## src/design/ttu_pkg.sv

```systemverilog
// ----------------------------------------------------------------------------
// ttu_pkg
// types and constants shared by the text-to-utf8 transcoder modules
// ----------------------------------------------------------------------------
`default_nettype none

package ttu_pkg;

  localparam int unsigned FifoDepthDef = 4;

  // sampled encoding codes
  localparam logic [7:0] EncLatin1  = 8'd0;
  localparam logic [7:0] EncUtf16   = 8'd1;
  localparam logic [7:0] EncUtf16be = 8'd2;
  localparam logic [7:0] EncUtf8    = 8'd3;

  // internal mode codes
  localparam logic [2:0] ModeLatin1  = 3'd0;
  localparam logic [2:0] ModeUtf16   = 3'd1;
  localparam logic [2:0] ModeUtf16be = 3'd2;
  localparam logic [2:0] ModeUtf8    = 3'd3;
  localparam logic [2:0] ModeUnknown = 3'd4;

  localparam logic [7:0] BomHi = 8'hFF;
  localparam logic [7:0] BomLo = 8'hFE;

  typedef enum logic [1:0] {
    CMD_BYTE,
    CMD_END,
    CMD_UNIT
  } cmd_kind_e;

  typedef struct packed {
    cmd_kind_e   kind;
    logic [15:0] value;
    logic        last;
  } ttu_cmd_t;

endpackage

`default_nettype wire

```

## src/design/ttu_front.sv

```systemverilog
// ----------------------------------------------------------------------------
// ttu_front
// accepts input beats, tracks field state and emits at most one command per beat
// ----------------------------------------------------------------------------
`default_nettype none

module ttu_front import ttu_pkg::*; (
  input  wire logic     clk_i,
  input  wire logic     rst_ni,
  input  wire logic     accept_i,
  input  wire logic [7:0] data_byte_i,
  input  wire logic [7:0] text_encoding_i,
  input  wire logic     field_first_i,
  input  wire logic     field_final_i,
  output logic          push_o,
  output ttu_cmd_t      cmd_o
);

  logic [2:0] mode_q, mode_d;
  logic [7:0] held_q, held_d;
  logic       half_q, half_d;
  logic       pend_q, pend_d;
  logic       be_q, be_d;
  logic       stop_q, stop_d;
  logic       emit;

  always_comb begin
    logic [2:0]  m;
    logic        is_mark;
    logic [15:0] unit;
    mode_d  = mode_q;
    held_d  = held_q;
    half_d  = half_q;
    pend_d  = pend_q;
    be_d    = be_q;
    stop_d  = stop_q;
    emit    = 1'b0;
    cmd_o   = '{kind: CMD_END, value: 16'd0, last: 1'b1};
    is_mark = 1'b0;
    unit    = 16'd0;
    if (field_first_i) begin
      stop_d = 1'b0;
      mode_d = (text_encoding_i <= EncUtf8) ? text_encoding_i[2:0] : ModeUnknown;
      held_d = 8'd0;
      half_d = 1'b0;
      pend_d = (text_encoding_i == EncUtf16);
      be_d   = (text_encoding_i == EncUtf16be);
    end
    m = mode_d;
    if (!stop_d) begin
      case (m)
        ModeLatin1, ModeUtf8: begin
          emit = 1'b1;
          if (data_byte_i == 8'd0) begin
            stop_d = 1'b1;
          end else begin
            cmd_o  = '{kind: CMD_BYTE, value: {8'd0, data_byte_i}, last: field_final_i};
            stop_d = field_final_i;
          end
        end
        ModeUtf16, ModeUtf16be: begin
          if (!half_d) begin
            held_d = data_byte_i;
            half_d = 1'b1;
            if (field_final_i) begin
              emit   = 1'b1;
              stop_d = 1'b1;
            end
          end else begin
            half_d = 1'b0;
            if (pend_d) begin
              pend_d = 1'b0;
              if (held_d == BomHi && data_byte_i == BomLo) begin
                be_d    = 1'b0;
                is_mark = 1'b1;
              end else if (held_d == BomLo && data_byte_i == BomHi) begin
                be_d    = 1'b1;
                is_mark = 1'b1;
              end
            end
            unit = be_d ? {held_d, data_byte_i} : {data_byte_i, held_d};
            if (is_mark) begin
              // a skipped mark only ends the text when it is the last unit
              if (field_final_i) begin
                emit   = 1'b1;
                stop_d = 1'b1;
              end
            end else if (unit == 16'd0) begin
              emit   = 1'b1;
              stop_d = 1'b1;
            end else begin
              emit   = 1'b1;
              cmd_o  = '{kind: CMD_UNIT, value: unit, last: field_final_i};
              stop_d = field_final_i;
            end
          end
        end
        default: begin
          emit   = 1'b1;
          stop_d = 1'b1;
        end
      endcase
    end
  end

  assign push_o = accept_i & emit;

  always_ff @(posedge clk_i or negedge rst_ni) begin
    if (!rst_ni) begin
      mode_q <= ModeLatin1;
      held_q <= 8'd0;
      half_q <= 1'b0;
      pend_q <= 1'b0;
      be_q   <= 1'b0;
      stop_q <= 1'b1;
    end else if (accept_i) begin
      mode_q <= mode_d;
      held_q <= held_d;
      half_q <= half_d;
      pend_q <= pend_d;
      be_q   <= be_d;
      stop_q <= stop_d;
    end
  end

endmodule

`default_nettype wire

```

## src/design/ttu_fifo.sv

```systemverilog
// ----------------------------------------------------------------------------
// ttu_fifo
// short command queue between the front and back parts
// ----------------------------------------------------------------------------
`default_nettype none

module ttu_fifo import ttu_pkg::*; #(
  parameter int unsigned Depth = FifoDepthDef
) (
  input  wire logic clk_i,
  input  wire logic rst_ni,
  input  wire logic push_i,
  input  ttu_cmd_t  data_i,
  output logic      full_o,
  input  wire logic pop_i,
  output logic      valid_o,
  output ttu_cmd_t  data_o
);

  localparam int unsigned PtrW = (Depth > 1) ? $clog2(Depth) : 1;
  localparam int unsigned CntW = $clog2(Depth + 1);
  localparam logic [PtrW-1:0] PtrMax = PtrW'(Depth - 1);
  localparam logic [CntW-1:0] CntMax = CntW'(Depth);

  ttu_cmd_t        mem_q [Depth];
  logic [PtrW-1:0] wr_q, wr_d, rd_q, rd_d;
  logic [CntW-1:0] cnt_q, cnt_d;
  logic            do_push, do_pop;

  assign full_o  = (cnt_q == CntMax);
  assign valid_o = (cnt_q != '0);
  assign data_o  = mem_q[rd_q];
  assign do_push = push_i & ~full_o;
  assign do_pop  = pop_i & valid_o;

  always_comb begin
    wr_d  = wr_q;
    rd_d  = rd_q;
    cnt_d = cnt_q;
    if (do_push) begin
      wr_d = (wr_q == PtrMax) ? '0 : wr_q + 1'b1;
    end
    if (do_pop) begin
      rd_d = (rd_q == PtrMax) ? '0 : rd_q + 1'b1;
    end
    if (do_push && !do_pop) begin
      cnt_d = cnt_q + 1'b1;
    end else if (!do_push && do_pop) begin
      cnt_d = cnt_q - 1'b1;
    end
  end

  always_ff @(posedge clk_i or negedge rst_ni) begin
    if (!rst_ni) begin
      wr_q  <= '0;
      rd_q  <= '0;
      cnt_q <= '0;
    end else begin
      wr_q  <= wr_d;
      rd_q  <= rd_d;
      cnt_q <= cnt_d;
    end
  end

  always_ff @(posedge clk_i) begin
    if (do_push) begin
      mem_q[wr_q] <= data_i;
    end
  end

endmodule

`default_nettype wire

```

## src/design/ttu_back.sv

```systemverilog
// ----------------------------------------------------------------------------
// ttu_back
// expands queued commands into utf-8 output beats, one byte per cycle while the output is not stalled
// ----------------------------------------------------------------------------
`default_nettype none

module ttu_back import ttu_pkg::*; (
  input  wire logic       clk_i,
  input  wire logic       rst_ni,
  input  wire logic       cmd_valid_i,
  input  ttu_cmd_t        cmd_i,
  output logic            pop_o,
  output logic            m_axis_tvalid,
  input  wire logic       m_axis_tready,
  output logic [7:0]      m_axis_tdata,
  output logic            m_axis_tuser,
  output logic            m_axis_tlast
);

  logic [1:0] idx_q, idx_d;
  logic [1:0] n_bytes;
  logic [7:0] byte_d;
  logic       last_byte, load;
  logic       valid_q, valid_d;
  logic [7:0] data_q;
  logic       present_q, end_q;

  always_comb begin
    n_bytes = 2'd1;
    byte_d  = 8'd0;
    case (cmd_i.kind)
      CMD_BYTE: begin
        byte_d = cmd_i.value[7:0];
      end
      CMD_UNIT: begin
        if (cmd_i.value < 16'h0080) begin
          byte_d = cmd_i.value[7:0];
        end else if (cmd_i.value < 16'h0800) begin
          n_bytes = 2'd2;
          byte_d  = (idx_q == 2'd0) ? {3'b110, cmd_i.value[10:6]}
                                    : {2'b10, cmd_i.value[5:0]};
        end else begin
          n_bytes = 2'd3;
          case (idx_q)
            2'd0:    byte_d = {4'b1110, cmd_i.value[15:12]};
            2'd1:    byte_d = {2'b10, cmd_i.value[11:6]};
            default: byte_d = {2'b10, cmd_i.value[5:0]};
          endcase
        end
      end
      default: begin
        byte_d = 8'd0;
      end
    endcase
  end

  assign last_byte = (idx_q == n_bytes - 2'd1);
  assign load      = cmd_valid_i & (~valid_q | m_axis_tready);
  assign pop_o     = load & last_byte;

  always_comb begin
    idx_d   = idx_q;
    valid_d = valid_q;
    if (load) begin
      valid_d = 1'b1;
      idx_d   = last_byte ? 2'd0 : idx_q + 2'd1;
    end else if (m_axis_tready) begin
      valid_d = 1'b0;
    end
  end

  always_ff @(posedge clk_i or negedge rst_ni) begin
    if (!rst_ni) begin
      idx_q   <= 2'd0;
      valid_q <= 1'b0;
    end else begin
      idx_q   <= idx_d;
      valid_q <= valid_d;
    end
  end

  always_ff @(posedge clk_i) begin
    if (load) begin
      data_q    <= byte_d;
      present_q <= (cmd_i.kind != CMD_END);
      end_q     <= last_byte & cmd_i.last;
    end
  end

  assign m_axis_tvalid = valid_q;
  assign m_axis_tdata  = data_q;
  assign m_axis_tuser  = present_q;
  assign m_axis_tlast  = end_q;

endmodule

`default_nettype wire

```

## src/design/tag_text_to_utf8_core.sv

```systemverilog
// Passes Latin-1 and UTF-8 bytes through and turns UTF-16 into UTF-8. Input
// beats are taken one per cycle while the command queue has room; the front
// end decides on each beat in that same cycle, and the back end sends out one
// UTF-8 byte per cycle from its output register while the output is not
// stalled. A UTF-16 code unit takes two input beats and is sent as one to
// three output bytes. The command for an input beat is written into the queue
// first, and its first output byte then goes through the back end's output
// register before it is valid.
// ----------------------------------------------------------------------------
// tag_text_to_utf8_core
// streaming tag text transcoder: latin1 / utf-8 pass-through, utf-16 to utf-8
// ----------------------------------------------------------------------------
`default_nettype none

module tag_text_to_utf8_core import ttu_pkg::*; #(
  parameter int unsigned FifoDepth = FifoDepthDef
) (
  input  wire logic       clk_i,
  input  wire logic       rst_ni,
  input  wire logic       s_axis_tvalid,
  output logic            s_axis_tready,
  input  wire logic [7:0] s_axis_tdata,  // [7:0] data_byte
  input  wire logic [8:0] s_axis_tuser,  // [7:0] text_encoding, [8] field_first
  input  wire logic       s_axis_tlast,  // field_final
  output logic            m_axis_tvalid,
  input  wire logic       m_axis_tready,
  output logic [7:0]      m_axis_tdata,  // [7:0] out_byte
  output logic            m_axis_tuser,  // [0] byte_present
  output logic            m_axis_tlast   // text_end
);

  logic     accept, push, full, pop, cmd_valid;
  ttu_cmd_t cmd_in, cmd_out;

  assign s_axis_tready = ~full;
  assign accept        = s_axis_tvalid & ~full;

  ttu_front u_front (
    .clk_i           (clk_i),
    .rst_ni          (rst_ni),
    .accept_i        (accept),
    .data_byte_i     (s_axis_tdata),
    .text_encoding_i (s_axis_tuser[7:0]),
    .field_first_i   (s_axis_tuser[8]),
    .field_final_i   (s_axis_tlast),
    .push_o          (push),
    .cmd_o           (cmd_in)
  );

  ttu_fifo #(
    .Depth (FifoDepth)
  ) u_fifo (
    .clk_i   (clk_i),
    .rst_ni  (rst_ni),
    .push_i  (push),
    .data_i  (cmd_in),
    .full_o  (full),
    .pop_i   (pop),
    .valid_o (cmd_valid),
    .data_o  (cmd_out)
  );

  ttu_back u_back (
    .clk_i         (clk_i),
    .rst_ni        (rst_ni),
    .cmd_valid_i   (cmd_valid),
    .cmd_i         (cmd_out),
    .pop_o         (pop),
    .m_axis_tvalid (m_axis_tvalid),
    .m_axis_tready (m_axis_tready),
    .m_axis_tdata  (m_axis_tdata),
    .m_axis_tuser  (m_axis_tuser),
    .m_axis_tlast  (m_axis_tlast)
  );

endmodule

`default_nettype wire

```

## config.mk

```make
export PLATFORM = sky130hd
export DESIGN_NAME = tag_text_to_utf8_core
export DESIGN_NICKNAME = d
export VERILOG_FILES = /design/src/design/ttu_pkg.sv /design/src/design/ttu_front.sv /design/src/design/ttu_fifo.sv /design/src/design/ttu_back.sv /design/src/design/tag_text_to_utf8_core.sv
export SDC_FILE = /design/constraint.sdc
export NUM_CORES = 1
export LEC_CHECK = 0
export BUFFER_PORTS_ARGS = -buffer_cell sky130_fd_sc_hd__buf_2
export CORE_UTILIZATION = 60
export CTS_BUF_LIST = sky130_fd_sc_hd__clkbuf_2
export CTS_CLUSTER_DIAMETER = 100
export DETAILED_ROUTE_END_ITERATION = 6
export PLACE_DENSITY_LB_ADDON = 0.25
export RECOVER_POWER = 100
export SLEW_MARGIN = 25
export SYNTH_ARGS = -nofsm -noshare
export SYNTH_HDL_FRONTEND = slang
export SYNTH_SLANG_ARGS = --single-unit
```

## constraint.sdc

```tcl
create_clock -name clk_i -period 7.4 [get_ports clk_i]
set_input_delay 0 -clock clk_i [delete_from_list [all_inputs] [get_ports clk_i]]
set_output_delay 0 -clock clk_i [all_outputs]
set_load 0.05 [all_outputs]
```

* Word level (Yosys, flattened, before mapping)
Memories as Yosys holds them, arrays and structs flattened.
Cells that the tools add are included.
** Cells by class
- Muxes and demuxes :: 66
- Bitwise gates (word level) :: 10
- Magnitude comparators :: 3
- Equality and inequality tests :: 16
- Reduce and logical (&&, ||, !) cells :: 16
- $add $sub $neg :: 6
** Operators with widths (number)
- $mux 19 :: 4
- $mux 8 :: 6
- $mux 1 :: 40
- $pmux 19 s2 :: 1
- $eq 8x8->1 const B :: 4
- $mux 18 :: 1
- $logic_not 16->1 :: 1
- $lt 16x12->1 const B :: 1
- $lt 16x8->1 const B :: 1
- $mux 16 :: 1
- $pmux 8 s2 :: 1
- $pmux 7 s2 :: 1
- $mux 3 :: 4
- $mux 2 :: 5
- $eq 8x1->1 const B :: 1
- $eq 8x2->1 const B :: 1
- $le 8x2->1 const B :: 1
- $logic_not 8->1 :: 1
- $and 1x1->1 :: 7
- $mux 7 :: 1
- $add 2x1->2 const B :: 3
- $eq 2x2->1 const B :: 3
- $eq 3x2->1 const B :: 2
- $logic_and 1x1->1 :: 4
- other kinds (17) :: 22
** Storage, ports and cells
- Register bits :: 35
- Word-level logic and storage cells :: 132
- RAM bits :: 76
- Memories :: 1
- Output and inout port bits :: 12
** Memory list
- u_fifo.mem_q :: depth 4, bits a word 19, read ports 1, clocked after Yosys merged registers in 0, write ports 1, RTL line ttu_fifo.sv:25 : ttu_cmd_t mem_q [Depth];

* Longest topological paths before layout
Gate-level depths: netlist (run 1).
- Depth in word-level cells :: 19
- Gate-level depth with buffers :: 16
- Mapped depth without buffers :: 13

* Hierarchy
Synthesis (run 1) repeated with hierarchy kept, for this count alone.
** Unflattened totals
- Cell total of the unflattened synthesis :: 383
- Area total of the unflattened synthesis :: 5358.9 um2
** By module, submodules not included
- ttu_fifo :: sequential area each 2457.4 um2, cells each 136, times used 1, area an instance 3193.1 um2
- ttu_front :: sequential area each 376.6 um2, cells each 143, times used 1, area an instance 1209.9 um2
- ttu_back :: sequential area each 375.4 um2, cells each 102, times used 1, area an instance 945.9 um2
- tag_text_to_utf8_core :: sequential area each 0.0 um2, cells each 2, times used 1, area an instance 10.0 um2

* Worst setup path after synthesis (run 1)
Ideal clock, no wire load.
- Kind :: flip-flop to flip-flop
- Start point :: reg u_fifo.rd_q[0]
- End point :: reg u_fifo.cnt_q[2]
- Data required time :: 7.321 ns
- Setup time :: 0.079 ns
- Cell stages (with the launch flop) :: 15
- Path slack :: 3.963 ns
- Data arrival time :: 3.358 ns
- Path buffers :: 2
- Cells stage by stage :: dfrtp_1 buf_6 buf_6 mux4_2 or4_4 nor2b_4 a221oi_4 nor2b_2 inv_1 ha_1 inv_1 fa_1 xor2_1 nor2_1 xor2_1
** Between the ends
- Cells in the longest elaborated chain, start to end :: 12
- Elaborated cells between the ends (all ways) :: 16
** Ends and longest elaborated chain
- start: declaration :: RTL line ttu_fifo.sv:26 : logic [PtrW-1:0] wr_q, wr_d, rd_q, rd_d;
- start signal: assignment :: RTL line ttu_fifo.sv:60 : rd_q <= rd_d;
- $mem_v2 4x19 *
- $lt 16x12->1 :: RTL line ttu_back.sv:38 : end else if (cmd_i.value < 16'h0800) begin
- $mux 1 :: RTL line ttu_back.sv:38
- $mux 2 :: RTL line ttu_back.sv:36 : if (cmd_i.value < 16'h0080) begin
- $mux 2 * :: RTL line ttu_back.sv:31 : case (cmd_i.kind)
- $sub 2x1->2 * :: RTL line ttu_back.sv:57 : assign last_byte = (idx_q == n_bytes - 2'd1);
- $eq 2x2->1 * :: RTL line ttu_back.sv:57
- $and 1x1->1 * :: RTL line ttu_back.sv:59 : assign pop_o = load & last_byte;
- $and 1x1->1 * :: RTL line ttu_fifo.sv:34 : assign do_pop = pop_i & valid_o;
- $logic_not 1->1 :: RTL line ttu_fifo.sv:46 : if (do_push && !do_pop) begin
- $logic_and 1x1->1 :: RTL line ttu_fifo.sv:46
- $mux 3 / $reduce_bool 2->1 (equally long branches)
- end signal: assignment :: RTL line ttu_fifo.sv:61 : cnt_q <= cnt_d;
- end: declaration :: RTL line ttu_fifo.sv:27 : logic [CntW-1:0] cnt_q, cnt_d;
Every way passes the cells marked *; elsewhere a longest branch is shown, timed or not.
A chain may end at the register's enable or synchronous reset.

==> impl_results.md, run 1 <==
- Post-CTS Resized: 0
- Max cap viols: 1
- Final #Nets: 478
- Worst VDD drop: roughly 0.11 mV
- Mapped Nets: between 400 and 500
- Sequential area share after synthesis: around three fifths
- Netlist cell types: 60
- Outcome: complete, but fails checks
- Setup Skew: 27.7 ps
- H-Tree Depth: 3
- Fraction of registers with async set or reset after synthesis: 22.5%
- Layout fillers: 641
- CTS tree: done
- Setup TNS: 0 ps
- Fin cells: 559
- Final WS setup: 2510 ps
- Slew @ Worst Pin: 1520 ps
- Cell family with most CP delay: simple AND/OR/NAND/NOR gates
- Latest clock arrival within the worst-skew pair: 560 ps
- Commonest non-fill, non-tap cells in the layout: edfxtp_1, nand2_1, nor2_1, dfrtp_1, dlygate4sd3_1
- Period minus WS final: 4890 ps
- # setup viols final: 0
- EDFF count, synth: 86
- Synth Register Bits: ~110
- Area Overhead vs Synth: 8.86%
- CP Buf/Inv Count: 3
- IO buf count: 33
- Initial antenna violation count: 0
- Routed Wire Length: 10200 um
- Pre-CTS setup slack: about 3400 ps
- # DRC: 0
- Crit path kind: input pin to flop
- Vias in the first global route: around 3300
- Slowest CP cell: nor4b_1
- Ratio of cells with drive above 1 in the final layout: 14.0%
- CTS clk-pin slew, worst paths: between 200 and 300 ps
- Number of vias per cell: between 6 and 7
- First-pass GRT wire length: 16100 um
- Critical path data required time: approximately 7700 ps
- Mapped cell area: about 0.0053 mm^2
- Detail Placement HPWL: approximately 7100 um
- Yosys Warn Count: 0
- Ant diodes: 0
- Placed Cells: 520
- RSZ-0062 raised after global routing: no
- Core Area: slightly below 0.009 mm^2
- Row count: 34
- Setup bufs post-CTS: 0
- PD cells: ~300 mW/mm^2
- GRT Total Usage: a little under a quarter
- Post-route ant nets: 0
- Achievable Freq: around 200 MHz
- Crit path cell chain: dlygate4sd3_1 > clkbuf_1 > nor4b_1 > a32oi_1 > clkbuf_1 > mux2i_1 > a21oi_1 > nor4b_1 > nor2_1 > a32o_1
- CP endpoint kind: flop
- Max incr delay on CP: between 1000 and 1500 ps
- Total grt overflow: 0
- Failing checks: capacitance limit, slew limit
- Die H: ~96 um
- Detailed-route via count: about 3400
- Arrival time at the worst endpoint: around 5200 ps
- CTS Sinks: roughly 110
- Worst rel slew slack: -2.73%
- Critical path fanouts, max: 25
- Largest net degree at the start of global routing: 26
- Final hold violations: 0
- Mapped Cells: about 390
- Most common cell after layout, fill and taps aside: edfxtp_1
- Top_reg_cell synth: edfxtp_1
- Clock Path Buffers: 2
- Final period util: about 66%
- TritonRoute pass-1 iters: 5
- Initial core utilization: roughly three fifths
- Die Footprint: 0.00928 mm^2
- Clock root buffer: clkbuf_2
- Fin. max-slew vios: 11
- CTS Buf Count: 9
- Wire length per cell: 18.3 um
- Syn_area_per_cell: around 14 um^2
- Initial DRC count: ~220
- DIE WIDTH: ~96 um
- IO Count: 34
- Critical Path Source Type: input pin
- Worst hold path type: input pin to flop
- GP Congestion: 0.934
- Leak: ~0.002 uW
## flip-flops by register name (all words and copies together) (netlist names), 2 cells and up
| name | flops |
|---|---|
| u_fifo.mem_q | 76 |
| u_back.m_axis_tdata | 8 |
| u_front.held_q | 8 |
| u_fifo.cnt_q | 3 |
| u_front.mode_q | 3 |
| u_back.idx_q | 2 |
| u_fifo.rd_q | 2 |
| u_fifo.wr_q | 2 |
## cells in the mapped netlist (8+ instances only)
cell	number	area share (%)
inv_1	10	0.70
nand2b_1	9	1.1
a21oi_1	17	1.6
nand2_1	29	2.0
mux4_2	18	7.6
nor3_1	17	1.6
a22o_1	11	1.8
nor2b_1	11	1.3
ha_1	9	2.1
nor2_1	27	1.9
dfrtp_1	24	11
mux2i_1	8	1.5
edfxtp_1	86	48
o21ai_0	13	1.2
clkbuf_1	10	0.70
## per-layer routing
layer | part of all wire [%] | global-route usage, % | up-vias
met3 | 4.3 | 2.92 | 17
met5 | 0 | 0 | -
met4 | 1.5 | 8.82 | 0
li1 | - | - | 1623
met2 | 51 | 40.2 | 108
met1 | 43 | 32.0 | 1698
## through the flow
stage          utilization (%)  area [um^2]  hold WS, ps  power [uW]
2_1_floorplan                -         5340         -296        1390
3_3_place_gp              64.3         5580         32.5        1510
3_5_place_dp              64.3         5580         38.7        1530
4_1_cts                   68.2         5920          186        1780
5_1_grt                   67.0         5810          220        1840
6_report                  67.0         5810          194        1730
## worst paths after layout
| path | slack [ps] | depth (start not counted) | start | to |
|---|---|---|---|---|
| max in group asynchronous | 5610 | 4 | rst_ni | u_front.half_q |
| min in group asynchronous | 510 | 3 | rst_ni | u_front.stop_q |
| worst max register to register | 2820 | 13 | u_fifo.rd_q[1] | u_fifo.cnt_q[2] |
| worst min register to register | 530 | 1 | u_fifo.cnt_q[2] | u_fifo.cnt_q[2] |
| worst max-delay path | 2510 | 10 | s_axis_tuser[8] | u_fifo.mem_q[2][2] |
| worst min-delay path | 190 | 5 | m_axis_tready | u_back.m_axis_tvalid |
## logic make-up after synthesis
family	after synthesis	synth area share (%)
simple gates	136	14.3
compound gates	74	9.77
mux	32	10.5
xor+xnor	4	0.656
buf+inv	26	2.16
flops	111	60.1
fa+ha+maj	10	2.48
## what timing repair did
| item | CTS | global route |
|---|---|---|
| hold buffers | 23 | 0 |
| hold endpoints to repair | 104 | 0 |
| endpoints found under the setup margin | 0 | 0 |
## worst min-delay path: cells and delay by family
kind,cells,cell delay [ps]
AND/OR/NAND/NOR,2,100
buffers and inverters,3,660
## area by class of cell
class,instances,area (um^2),share of cell area (%)
flip-flops and latches,111,3210,55.2
multi-input cells,256,1950,33.5
repair buffers,58,383,6.59
well taps,108,135,2.33
clock inverters,7,55.1,0.947
clock buffers,9,45.0,0.775
inverters,10,37.5,0.646
## where the power goes
| part | switching [uW] | internal (uW) | leakage, uW |
|---|---|---|---|
| registers | 58.7 | 773 | 0.00111 |
| logic | 393 | 258 | 0.000877 |
| clock network | 199 | 48.4 | 0.0000593 |
| total | 651 | 1080 | 0.00205 |
Power figures use the tool's default switching activity.
==> run 2: changes to the inputs <==
--- a/config.mk
+++ b/config.mk
@@ -6,7 +6,7 @@
 export NUM_CORES = 1
 export LEC_CHECK = 0
 export BUFFER_PORTS_ARGS = -buffer_cell sky130_fd_sc_hd__buf_2
-export CORE_UTILIZATION = 60
+export CORE_UTILIZATION = 57
 export CTS_BUF_LIST = sky130_fd_sc_hd__clkbuf_2
 export CTS_CLUSTER_DIAMETER = 100
 export DETAILED_ROUTE_END_ITERATION = 6
==> constraint.sdc (replaced) <==
create_clock -name clk_i -period 4.2 [get_ports clk_i]
set_input_delay 0 -clock clk_i [delete_from_list [all_inputs] [get_ports clk_i]]
set_output_delay 0 -clock clk_i [all_outputs]
set_load 0.05 [all_outputs]
==> run 2 against run 1 <==
- the flow now finishes without violations
- non-clock buffer count grew 5
- highest routed layer unchanged
- critical path type unchanged
- via count grew 0.49%
- utilization shrank 0.068 points
- design area grew 2.3%
- register-to-register slack lost 2400 ps
==> impl_results.md, run 2 (synthesized netlist as in run 1, its figures left out) <==
- Setup bufs post-CTS: 0 (unchanged)
- Detailed-route via count: 3463 (was 3446)
- Final period util: between 90% and 100%
- Vias in the first global route: 3516 (was 3275)
- CTS tree: done (unchanged)
- Max cap viols: 0 (was 1)
- Total chip power: 3240 uW (was 1730 uW)
- Outcome: finished, final reports clean (was complete, but fails checks)
- Ant diodes: 0 (unchanged)
- Largest net degree at the start of global routing: 26 (unchanged)
- Achievable Freq: ~260 MHz
- GRT Total Usage: 23.4% (was 23.8%)
- Register area: 0.00321 mm^2 (unchanged)
- Routed Wire Length: 10600 um (was 10200 um)
- First-pass GRT wire length: 17400 um (was 16100 um)
- Wire length per cell: 18.9 um (was 18.3 um)
- Total grt overflow: 0 (unchanged)
- IO Count: 34 (unchanged)
- H-Tree Depth: 3 (unchanged)
- Die H: 98.8 um (was 96.3 um)
- Worst hold path type: input pin to flop (unchanged)
- Initial antenna violation count: 0 (unchanged)
- Most common cell after layout, fill and taps aside: edfxtp_1 (unchanged)
- Number of vias per cell: 6.14 (was 6.16)
- GP Congestion: 0.901 (was 0.934)
- Slew @ Worst Pin: 1420 ps (was 1520 ps)
- Period minus WS final: approximately 3900 ps
- Row count: 34 (unchanged)
- Worst VDD drop: 0.236 mV (was 0.106 mV)
- Latest clock arrival within the worst-skew pair: 560 ps (about the same)
- Final #Nets: 483 (was 478)
- CTS Buf Count: 9 (unchanged)
- Post-route ant nets: 0 (unchanged)
- Layout fillers: 655 (was 641)
- Initial DRC count: 243 (was 217)
- Number of flip-flops in the largest register: 76 (unchanged)
- Final WS setup: 320 ps (was 2510 ps)
- Core Area: 0.00889 mm^2 (was 0.00868 mm^2)
- Crit path kind: input pin to flop (unchanged)
- Pre-CTS setup slack: 462 ps (was 3350 ps)
- Initial core utilization: 60.0% (was 61.5%)
- Setup TNS: 0 ps (unchanged)
- TritonRoute pass-1 iters: 4 (was 5)
- IO buf count: 33 (unchanged)
- Die Footprint: 0.00976 mm^2 (was 0.00928 mm^2)
- Clock root buffer: clkbuf_2 (unchanged)
- RSZ-0062 raised after global routing: no (unchanged)
- Final hold violations: 0 (unchanged)
- Area Overhead vs Synth: 11.4% (was 8.86%)
- # setup viols final: 0 (unchanged)
- Critical Path Source Type: input pin (unchanged)
- Fin. max-slew vios: 0 (was 11)
- Setup Skew: 21.6 ps (was 27.7 ps)
- Detail Placement HPWL: 7480 um (was 7090 um)
- Worst rel slew slack: 4.95% (was -2.73%)
- PD cells: 544 mW/mm^2 (was 298 mW/mm^2)
- Leak: 0.00212 uW (was 0.00205 uW)
- Ratio of cells with drive above 1 in the final layout: 16.0% (was 14.0%)
- CTS Sinks: 111 (unchanged)
- Arrival time at the worst endpoint: 3990 ps (was 5220 ps)
- Clock Path Buffers: 2 (unchanged)
- Critical path data required time: 4310 ps (was 7730 ps)
- Footprint of the multi-input gates: 0.00200 mm^2 (was 0.00195 mm^2)
- # DRC: 0 (unchanged)
- Commonest non-fill, non-tap cells in the layout: edfxtp_1, nand2_1, nor2_1, dfrtp_1, dlygate4sd3_1 (unchanged)
- CTS clk-pin slew, worst paths: 300 ps (was 290 ps)
- Biggest register: u_fifo.mem_q (unchanged)
- Post-CTS Resized: 0 (unchanged)
- CP endpoint kind: flop (unchanged)
- Critical path fanouts, max: 25 (unchanged)
- Flop2flop setup slack: 370 ps (was 2820 ps)
- DIE WIDTH: 98.8 um (was 96.3 um)
[run 2: what timing repair did]
item	4_1_cts	5_1_grt
hold endpoints to repair	115	0
setup endpoints to repair	0	0
hold buffers	22	0
[run 2: path summary, 6_finish.rpt]
kind / from / end / depth (start not counted)
min in group asynchronous: rst_ni / u_front.stop_q / 3
worst min-delay path: m_axis_tready / u_back.m_axis_tvalid / 5
worst max register to register: u_fifo.rd_q[0] / u_fifo.cnt_q[1] / 12
max in group asynchronous: rst_ni / u_fifo.rd_q[0] / 4
worst min register to register: u_fifo.cnt_q[2] / u_fifo.cnt_q[2] / 1
worst max-delay path: s_axis_tuser[8] / u_fifo.mem_q[1][8] / 9
[run 2: power breakdown]
group	internal, uW	leakage [uW]	switching, uW	total [uW]
Combinational	491	0.000924	708	1200
Clock	205	0.0000848	352	557
Sequential	1360	0.00111	119	1480
[run 2: area by class of cell]
cell class,count,area share [%]
timing repair buffer,63,6.98
tap,108,2.27
sequential,111,54.0
inverter,10,0.631
clock inverter,7,1.70
multi-input combinational,256,33.7
clock buffer,9,0.757
[run 2: worst max-delay path, stage by stage]
cell and delay, ps:
dlygate4sd3_1 520, buf_2 370, nor4b_1 580, a32oi_1 310
a2111oi_0 690, buf_4 240, nor2_1 60, o311a_1 470
and2_0 740
[run 2: through the flow]
stage | utilization [%] | cells | hold WS (ps) | cell area [um^2]
after global routing | 66.9 | 564 | 141 | 5950
after global placement | 63.2 | 526 | 36.9 | 5620
after detailed placement | 63.3 | 526 | 44.0 | 5630
final | 66.9 | 564 | 157 | 5950
after CTS | 67.5 | 564 | 117 | 6000
after floorplan | - | 393 | -296 | 5340
[run 2: per-layer routing]
metal,global-route usage [%],vias up,wire [um]
li1,-,1634,-
met1,30.1,1734,4740
met2,40.9,85,5370
met3,4.54,10,433
met4,6.20,0,103
met5,0,-,0
